File: config.mk
export PLATFORM = sky130hd
export DESIGN_NAME = http_chunked_body_decoder
export DESIGN_NICKNAME = d
export VERILOG_FILES = /design/src/rtl/hcbd_pkg.sv /design/src/rtl/http_chunked_body_decoder.sv /design/src/rtl/hcbd_queue.sv /design/src/rtl/hcbd_front.sv /design/src/rtl/hcbd_back.sv
export SDC_FILE = /design/constraint.sdc
export NUM_CORES = 1
export LEC_CHECK = 0
export BUFFER_PORTS_ARGS = -buffer_cell sky130_fd_sc_hd__buf_2
export CAP_MARGIN = 20
export CORE_ASPECT_RATIO = 1.1
export CORE_MARGIN = 2
export CORE_UTILIZATION = 61
export CTS_BUF_LIST = sky130_fd_sc_hd__clkbuf_4
export DETAILED_ROUTE_END_ITERATION = 12
export GPL_ROUTABILITY_DRIVEN = 0
export PLACE_DENSITY_LB_ADDON = 0.08
export SYNTH_ARGS = -nofsm -noshare
export SYNTH_HDL_FRONTEND = slang
export SYNTH_HIERARCHICAL = 1
export SYNTH_SLANG_ARGS = --single-unit
export TNS_END_PERCENT = 50
File: constraint.sdc
create_clock -name i_clk -period 11.3 [get_ports i_clk]
set_clock_uncertainty 0.05 [all_clocks]
set_input_delay 0.565 -clock i_clk [delete_from_list [all_inputs] [get_ports i_clk]]
set_output_delay 0.565 -clock i_clk [all_outputs]
set_load 0.005 [all_outputs]
File: src/rtl/hcbd_pkg.sv
package hcbd_pkg;

    localparam int QUEUE_DEPTH = 2;

    localparam logic [7:0] C_LF    = 8'h0A;
    localparam logic [7:0] C_TAB   = 8'h09;
    localparam logic [7:0] C_VT    = 8'h0B;
    localparam logic [7:0] C_FF    = 8'h0C;
    localparam logic [7:0] C_CR    = 8'h0D;
    localparam logic [7:0] C_SPACE = 8'h20;

    // Input byte after classification
    typedef struct packed {
        logic       restart;
        logic [7:0] data;
        logic       is_lf;
        logic       is_blank;
        logic       is_hex;
        logic [3:0] digit;
        logic       is_zero;
        logic       is_x;
    } t_item;

    typedef struct packed {
        logic [7:0] out_byte;
        logic       byte_valid;
        logic       body_done;
        logic       length_overflow;
    } t_result;

endpackage

File: src/rtl/http_chunked_body_decoder.sv
// Chunked body decoder: push one body byte per cycle while full is low, pop
// payload bytes and end-of-body / size-overflow markers. A byte is classified
// as it enters and waits in a two-entry queue; the decoding state machine
// takes one queued byte per cycle whenever the two-entry result queue has room.
// Sustained rate is one byte per cycle while results are popped; each result
// is registered in the result queue. full rises only when the result queue is
// held and both byte entries are occupied.
module http_chunked_body_decoder
    import hcbd_pkg::*;
#(
    parameter int SIZE_BITS = 31
) (
    input  logic       i_clk,
    input  logic       i_rst_n,
    input  logic       push,
    output logic       full,
    input  logic [7:0] i_in_byte,
    input  logic       i_restart,
    output logic       empty,
    input  logic       pop,
    output logic [7:0] o_out_byte,
    output logic       o_byte_valid,
    output logic       o_body_done,
    output logic       o_length_overflow
);

    t_item   item;
    logic    item_valid;
    logic    item_take;
    t_result res;
    t_result res_out;
    logic    res_push;
    logic    res_full;
    logic [$bits(t_result)-1:0] res_q;

    hcbd_front u_front (
        .i_clk        (i_clk),
        .i_rst_n      (i_rst_n),
        .i_push       (push),
        .o_full       (full),
        .i_in_byte    (i_in_byte),
        .i_restart    (i_restart),
        .o_item       (item),
        .o_item_valid (item_valid),
        .i_item_take  (item_take)
    );

    hcbd_back #(
        .SIZE_BITS (SIZE_BITS)
    ) u_back (
        .i_clk        (i_clk),
        .i_rst_n      (i_rst_n),
        .i_item       (item),
        .i_item_valid (item_valid),
        .o_item_take  (item_take),
        .i_res_room   (!res_full),
        .o_res        (res),
        .o_res_push   (res_push)
    );

    hcbd_queue #(
        .WIDTH ($bits(t_result)),
        .DEPTH (QUEUE_DEPTH)
    ) u_res_queue (
        .i_clk   (i_clk),
        .i_rst_n (i_rst_n),
        .i_push  (res_push),
        .i_data  (res),
        .o_full  (res_full),
        .i_pop   (pop),
        .o_data  (res_q),
        .o_empty (empty)
    );

    assign res_out           = t_result'(res_q);
    assign o_out_byte        = res_out.out_byte;
    assign o_byte_valid      = res_out.byte_valid;
    assign o_body_done       = res_out.body_done;
    assign o_length_overflow = res_out.length_overflow;

endmodule

File: src/rtl/hcbd_queue.sv
module hcbd_queue #(
    parameter int WIDTH = 8,
    parameter int DEPTH = 2
) (
    input  logic             i_clk,
    input  logic             i_rst_n,
    input  logic             i_push,
    input  logic [WIDTH-1:0] i_data,
    output logic             o_full,
    input  logic             i_pop,
    output logic [WIDTH-1:0] o_data,
    output logic             o_empty
);

    localparam int PW = $clog2(DEPTH);
    localparam int CW = $clog2(DEPTH + 1);

    logic [WIDTH-1:0] r_mem [DEPTH];
    logic [PW-1:0]    r_wr;
    logic [PW-1:0]    r_rd;
    logic [CW-1:0]    r_count;
    logic             wr_en;
    logic             rd_en;

    assign o_full  = (r_count == CW'(DEPTH));
    assign o_empty = (r_count == '0);
    assign wr_en   = i_push && !o_full;
    assign rd_en   = i_pop && !o_empty;
    assign o_data  = r_mem[r_rd];

    always_ff @(posedge i_clk) begin
        if (!i_rst_n) begin
            r_wr    <= '0;
            r_rd    <= '0;
            r_count <= '0;
        end else begin
            if (wr_en) begin
                r_wr <= r_wr + PW'(1);
            end
            if (rd_en) begin
                r_rd <= r_rd + PW'(1);
            end
            if (wr_en && !rd_en) begin
                r_count <= r_count + CW'(1);
            end else if (rd_en && !wr_en) begin
                r_count <= r_count - CW'(1);
            end
        end
    end

    always_ff @(posedge i_clk) begin
        if (wr_en) begin
            r_mem[r_wr] <= i_data;
        end
    end

endmodule

File: src/rtl/hcbd_front.sv
module hcbd_front
    import hcbd_pkg::*;
(
    input  logic       i_clk,
    input  logic       i_rst_n,
    input  logic       i_push,
    output logic       o_full,
    input  logic [7:0] i_in_byte,
    input  logic       i_restart,
    output t_item      o_item,
    output logic       o_item_valid,
    input  logic       i_item_take
);

    t_item cls;
    logic  empty;
    logic [$bits(t_item)-1:0] q_data;

    always_comb begin
        cls          = '0;
        cls.restart  = i_restart;
        cls.data     = i_in_byte;
        cls.is_lf    = (i_in_byte == C_LF);
        cls.is_blank = i_in_byte inside {C_SPACE, C_TAB, C_VT, C_FF, C_CR};
        cls.is_zero  = (i_in_byte == "0");
        cls.is_x     = i_in_byte inside {"x", "X"};
        if (i_in_byte inside {["0":"9"]}) begin
            cls.is_hex = 1'b1;
            cls.digit  = 4'(i_in_byte - "0");
        end else if (i_in_byte inside {["a":"f"]}) begin
            cls.is_hex = 1'b1;
            cls.digit  = 4'(i_in_byte - "a" + 8'd10);
        end else if (i_in_byte inside {["A":"F"]}) begin
            cls.is_hex = 1'b1;
            cls.digit  = 4'(i_in_byte - "A" + 8'd10);
        end
    end

    hcbd_queue #(
        .WIDTH ($bits(t_item)),
        .DEPTH (QUEUE_DEPTH)
    ) u_queue (
        .i_clk   (i_clk),
        .i_rst_n (i_rst_n),
        .i_push  (i_push),
        .i_data  (cls),
        .o_full  (o_full),
        .i_pop   (i_item_take),
        .o_data  (q_data),
        .o_empty (empty)
    );

    assign o_item       = t_item'(q_data);
    assign o_item_valid = !empty;

endmodule

File: src/rtl/hcbd_back.sv
module hcbd_back
    import hcbd_pkg::*;
#(
    parameter int SIZE_BITS = 31
) (
    input  logic    i_clk,
    input  logic    i_rst_n,
    input  t_item   i_item,
    input  logic    i_item_valid,
    output logic    o_item_take,
    input  logic    i_res_room,
    output t_result o_res,
    output logic    o_res_push
);

    typedef enum logic [2:0] {
        PH_START,
        PH_DIGITS,
        PH_IGNORE,
        PH_DATA,
        PH_CRLF,
        PH_TRAILER,
        PH_DONE
    } t_phase;

    localparam logic [1:0] PFX_NONE = 2'd0;
    localparam logic [1:0] PFX_ZERO = 2'd1;
    localparam logic [1:0] PFX_X    = 2'd2;
    localparam logic [1:0] PFX_GONE = 2'd3;
    localparam logic [1:0] CRLF_BYTES = 2'd2;
    localparam logic [SIZE_BITS-1:0] ONE = SIZE_BITS'(1);

    t_phase               r_phase, n_phase, ph;
    logic [SIZE_BITS-1:0] r_acc, n_acc, acc;
    logic [SIZE_BITS-1:0] r_rem, n_rem, rem;
    logic [SIZE_BITS-1:0] rem_dec;
    logic [SIZE_BITS-1:0] acc_dig;
    logic [1:0]           r_crlf, n_crlf, crlf;
    logic [1:0]           r_prefix, n_prefix, prefix;
    logic                 r_ovf, n_ovf, ovf;
    logic                 sat;
    logic                 fire;
    logic                 res_valid;
    t_result              res;

    assign fire        = i_item_valid && i_res_room;
    assign o_item_take = fire;
    assign o_res       = res;
    assign o_res_push  = fire && res_valid;

    always_comb begin
        // restart clears state before the byte is handled
        ph     = i_item.restart ? PH_START : r_phase;
        acc    = i_item.restart ? '0 : r_acc;
        rem    = i_item.restart ? '0 : r_rem;
        crlf   = i_item.restart ? '0 : r_crlf;
        prefix = i_item.restart ? PFX_NONE : r_prefix;
        ovf    = i_item.restart ? 1'b0 : r_ovf;

        // product would pass the top when any of the upper four bits is set
        sat     = |acc[SIZE_BITS-1:SIZE_BITS-4];
        acc_dig = sat ? '1 : {acc[SIZE_BITS-5:0], i_item.digit};
        rem_dec = rem - ONE;

        n_phase   = ph;
        n_acc     = acc;
        n_rem     = rem;
        n_crlf    = crlf;
        n_prefix  = prefix;
        n_ovf     = ovf;
        res       = '0;
        res_valid = 1'b0;

        case (ph)
            PH_START, PH_DIGITS, PH_IGNORE: begin
                if (i_item.is_lf) begin
                    if (ovf) begin
                        res.length_overflow = 1'b1;
                        res_valid           = 1'b1;
                    end
                    if (acc == '0) begin
                        n_phase = PH_TRAILER;
                    end else begin
                        n_rem   = acc;
                        n_phase = PH_DATA;
                    end
                end else if (ph == PH_START) begin
                    if (!i_item.is_blank) begin
                        if (!i_item.is_hex) begin
                            n_phase = PH_IGNORE;
                        end else begin
                            n_acc    = acc_dig;
                            n_ovf    = ovf | sat;
                            n_prefix = i_item.is_zero ? PFX_ZERO : PFX_GONE;
                            n_phase  = PH_DIGITS;
                        end
                    end
                end else if (ph == PH_DIGITS) begin
                    if (prefix == PFX_ZERO && i_item.is_x) begin
                        n_prefix = PFX_X;
                    end else if (!i_item.is_hex) begin
                        n_phase = PH_IGNORE;
                    end else begin
                        n_acc    = acc_dig;
                        n_ovf    = ovf | sat;
                        n_prefix = PFX_GONE;
                    end
                end
            end
            PH_DATA: begin
                res.out_byte   = i_item.data;
                res.byte_valid = 1'b1;
                res_valid      = 1'b1;
                n_rem          = rem_dec;
                if (rem_dec == '0) begin
                    n_phase = PH_CRLF;
                    n_crlf  = CRLF_BYTES;
                end
            end
            PH_CRLF: begin
                // drop the two bytes after the chunk, then open a new size line
                if (crlf != '0) begin
                    n_crlf = crlf - 2'd1;
                end
                if (n_crlf == '0) begin
                    n_phase  = PH_START;
                    n_acc    = '0;
                    n_prefix = PFX_NONE;
                    n_ovf    = 1'b0;
                end
            end
            PH_TRAILER: begin
                if (i_item.is_lf) begin
                    res.body_done = 1'b1;
                    res_valid     = 1'b1;
                    n_phase       = PH_DONE;
                end
            end
            default: begin
                n_phase = PH_DONE;
            end
        endcase
    end

    always_ff @(posedge i_clk) begin
        if (!i_rst_n) begin
            r_phase  <= PH_START;
            r_acc    <= '0;
            r_rem    <= '0;
            r_crlf   <= '0;
            r_prefix <= PFX_NONE;
            r_ovf    <= 1'b0;
        end else if (fire) begin
            r_phase  <= n_phase;
            r_acc    <= n_acc;
            r_rem    <= n_rem;
            r_crlf   <= n_crlf;
            r_prefix <= n_prefix;
            r_ovf    <= n_ovf;
        end
    end

endmodule

==> run summary <==
post-DR wirelength/cell: 19.6 µm
Finished Layout Cells: 980
setup ws final: 5410 ps
Num CTS Buffers: 17
Unique masters post-synth: 77
commonest non-fill, non-tap cell in the layout: nand2_1
first-pass GRT wire length: 31.1 mm
HPWL after detailed placement: 13.0 mm
Max-slew headroom: 33.1%
setup violators final: 0
post-CTS setup buffer count: 0
Root Buffer: clkbuf_4
Max Freq: 170 MHz
fin area: 8000 µm²
yosys warns: 6
Avg Cell Area, Syn: 9.27 µm²
min Tclk post-route: 5890 ps
total congestion overflow: 0
Top FF cell, synth: dfxtp_1
static leakage: 2.91 nW
row count: 42
vias in the first global route: 5972
mux contribution to synthesized area: 7.02%
slowest CP cell: dfxtp_1
clk slew on worst S/H paths: 110 ps
adder-cell area share of the yosys netlist: 1.32%
Final period util: 52.1%
setup total negative slack: 0 ps
RSZ-0062 raised after global routing: no
Async SR Flop Fraction: 0%
Hold Vio Cnt, Final: 0
R2R setup slack: 5410 ps
HP Start: i_restart
Seq/Total Area, Yosys: 44.2%
Post-DRT Antenna Nets: 0
total chip power: 1.63 mW
XOR/XNOR Fraction of Synth Area: 1.74%
CP Max Fanout: 42
critical path arrival: 6300 ps
DP Worst Slack: 5530 ps
final core occ: 66.2%
Area after DPL: 7730 µm²
Worst path max stage delay: 860 ps
TritonCTS Sinks: 138
Pre-antenna DRT Iters: 6
outcome: completed
worst slew pin tran: 995 ps
Via Count: 6570
worst hold slack: 153 ps
Post-synth EDFFs: 58
HP Class: input port to register
via-per-instance ratio: 6.70
placed insts: 948
compound-cell area share of the yosys netlist: 20.8%
Fill cells: 1020
Required @ worst endpoint: 11710 ps
CTS resizes: 0
# port buffers: 25
area delta synth->final: 5.83%
largest family of logic cells by synthesized area: simple AND/OR/NAND/NOR gates
antenna cell count: 0
CTS tree: done
die area: 13300 µm²
syn_nets: 836
GR Util All Layers: 30.5%
Die Y: 121 µm
post-synthesis cell count: 815
Longest Clk Path Bufs: 2
WS Path Type: register to register
CP Cell Sequence: mux2_2, buf_4, clkinv_1, nand2_1, ha_1, and2_1, a41oi_1, or4_1, nor4bb_1, o211ai_1, nor4b_2, nand4_2, a41o_1
Initial DRC Count: 1011
Hold Buf Count CTS: 0
Die X: 110 µm
pwr dens: 204 nW/µm²
Worst setup EP type: register
initial core utilization: 62.5%
peak supply drop: 0.146 mV
# DRC: 0
Synth Register Bits: 138
fraction of layout cells with a size suffix above 1: 14.4%
# IOs: 26
CP delay by family, top: simple AND/OR/NAND/NOR gates
startpoint type of the worst setup path: register
most frequent cells in the layout: 93 x nand2_1, 81 x o21ai_0, 80 x dfxtp_1
Worst Path Buf+Inv: 2
area of the mapped netlist: 7560 µm²
number of H-tree levels: 4
max-cap violations: 0
fin. max-slew vios: 0
initial antenna violation count: 0
core area: 12100 µm²
worst-skew pair later-pin latency: 560 ps
Final nets: 834
Post-Route WL: 19.2 mm
largest net degree at the start of global routing: 70
post-synthesis simple-gate area fraction: 21.1%
==> path summary, 6_finish.rpt <==
kind | end | depth (start not counted)
setup / recovery | u_back/r_phase[0]$_SDFFE_PN0P_ | 13
hold / removal | u_front/u_queue/r_mem[1][17]$_DFFE_PP_ | 1
setup reg to reg | u_back/r_phase[0]$_SDFFE_PN0P_ | 13
hold reg to reg | u_back/r_prefix[1]$_SDFFE_PN0P_ | 2
==> layer usage <==
| layer | up-vias | global-route usage [%] | part of all wire [%] |
|---|---|---|---|
| li1 | 3024 | - | - |
| met1 | 3097 | 45.1 | 44 |
| met2 | 394 | 43.7 | 43 |
| met3 | 55 | 7.28 | 10 |
| met4 | 0 | 10.3 | 2.7 |
| met5 | - | 0 | 0 |
==> final cells by class <==
cell class | count | area (µm²) | share of cell area (%)
inverter | 19 | 71.3 | 0.892
sequential | 138 | 3340 | 41.8
clock inverter | 13 | 129 | 1.61
timing repair buffer | 33 | 185 | 2.32
clock buffer | 19 | 143 | 1.78
tap | 154 | 193 | 2.41
multi-input combinational | 604 | 3940 | 49.2
==> logic make-up (layout without fill, tap and decap cells) <==
logic type,count (synthesis),after routing
AND/OR/NAND/NOR,296,296
flip-flops,138,138
AO/OA/AOI/OAI,236,236
buffers and inverters,73,84
adder cells (fa/ha/maj),8,8
multiplexers,49,49
XOR/XNOR,15,15
==> synth_stat cells (5+ instances only) <==
cell type	instances	area [µm²]
nor2_1	52	195
nor2b_1	16	100
o21ai_0	81	405
xor2_1	7	61.3
o22ai_1	9	56.3
inv_1	16	60.1
and2_1	23	144
and4_1	6	52.6
nor3_1	19	95.1
nor4_1	17	106
edfxtp_1	58	1740
a22o_1	10	87.6
nand3_1	12	60.1
o21a_1	10	75.1
or4_1	7	52.6
o31ai_1	5	37.5
nand2b_1	6	37.5
nand2_1	93	349
nand3b_1	6	45.0
mux2i_1	17	170
a21oi_1	28	140
a21boi_0	32	240
a22oi_1	7	52.6
mux2_2	32	360
xnor2_1	8	70.1
ha_1	8	100
o211ai_1	8	60.1
buf_2	7	35.0
dfxtp_1	80	1600
clkbuf_1	43	161
nand4_1	7	43.8
==> sequential cells by signal (all words and copies together) (netlist names), 2 cells and up, named ones only <==
register                 count
u_front/u_queue/r_count      2
u_back/r_prefix              2
u_back/r_acc                31
u_res_queue/r_mem           22
u_back/r_rem                31
u_back/r_crlf                2
u_back/r_phase               3
u_res_queue/r_count          2
u_front/u_queue/r_mem       36
==> where the power goes <==
group          total [mW]  leakage [nW]  switching, mW  internal [mW]
logic               0.686          1.60          0.440          0.246
registers           0.633          1.17         0.0637          0.569
clock network       0.313         0.148          0.179          0.134
Note: power is estimated with default switching activity, not from simulation.
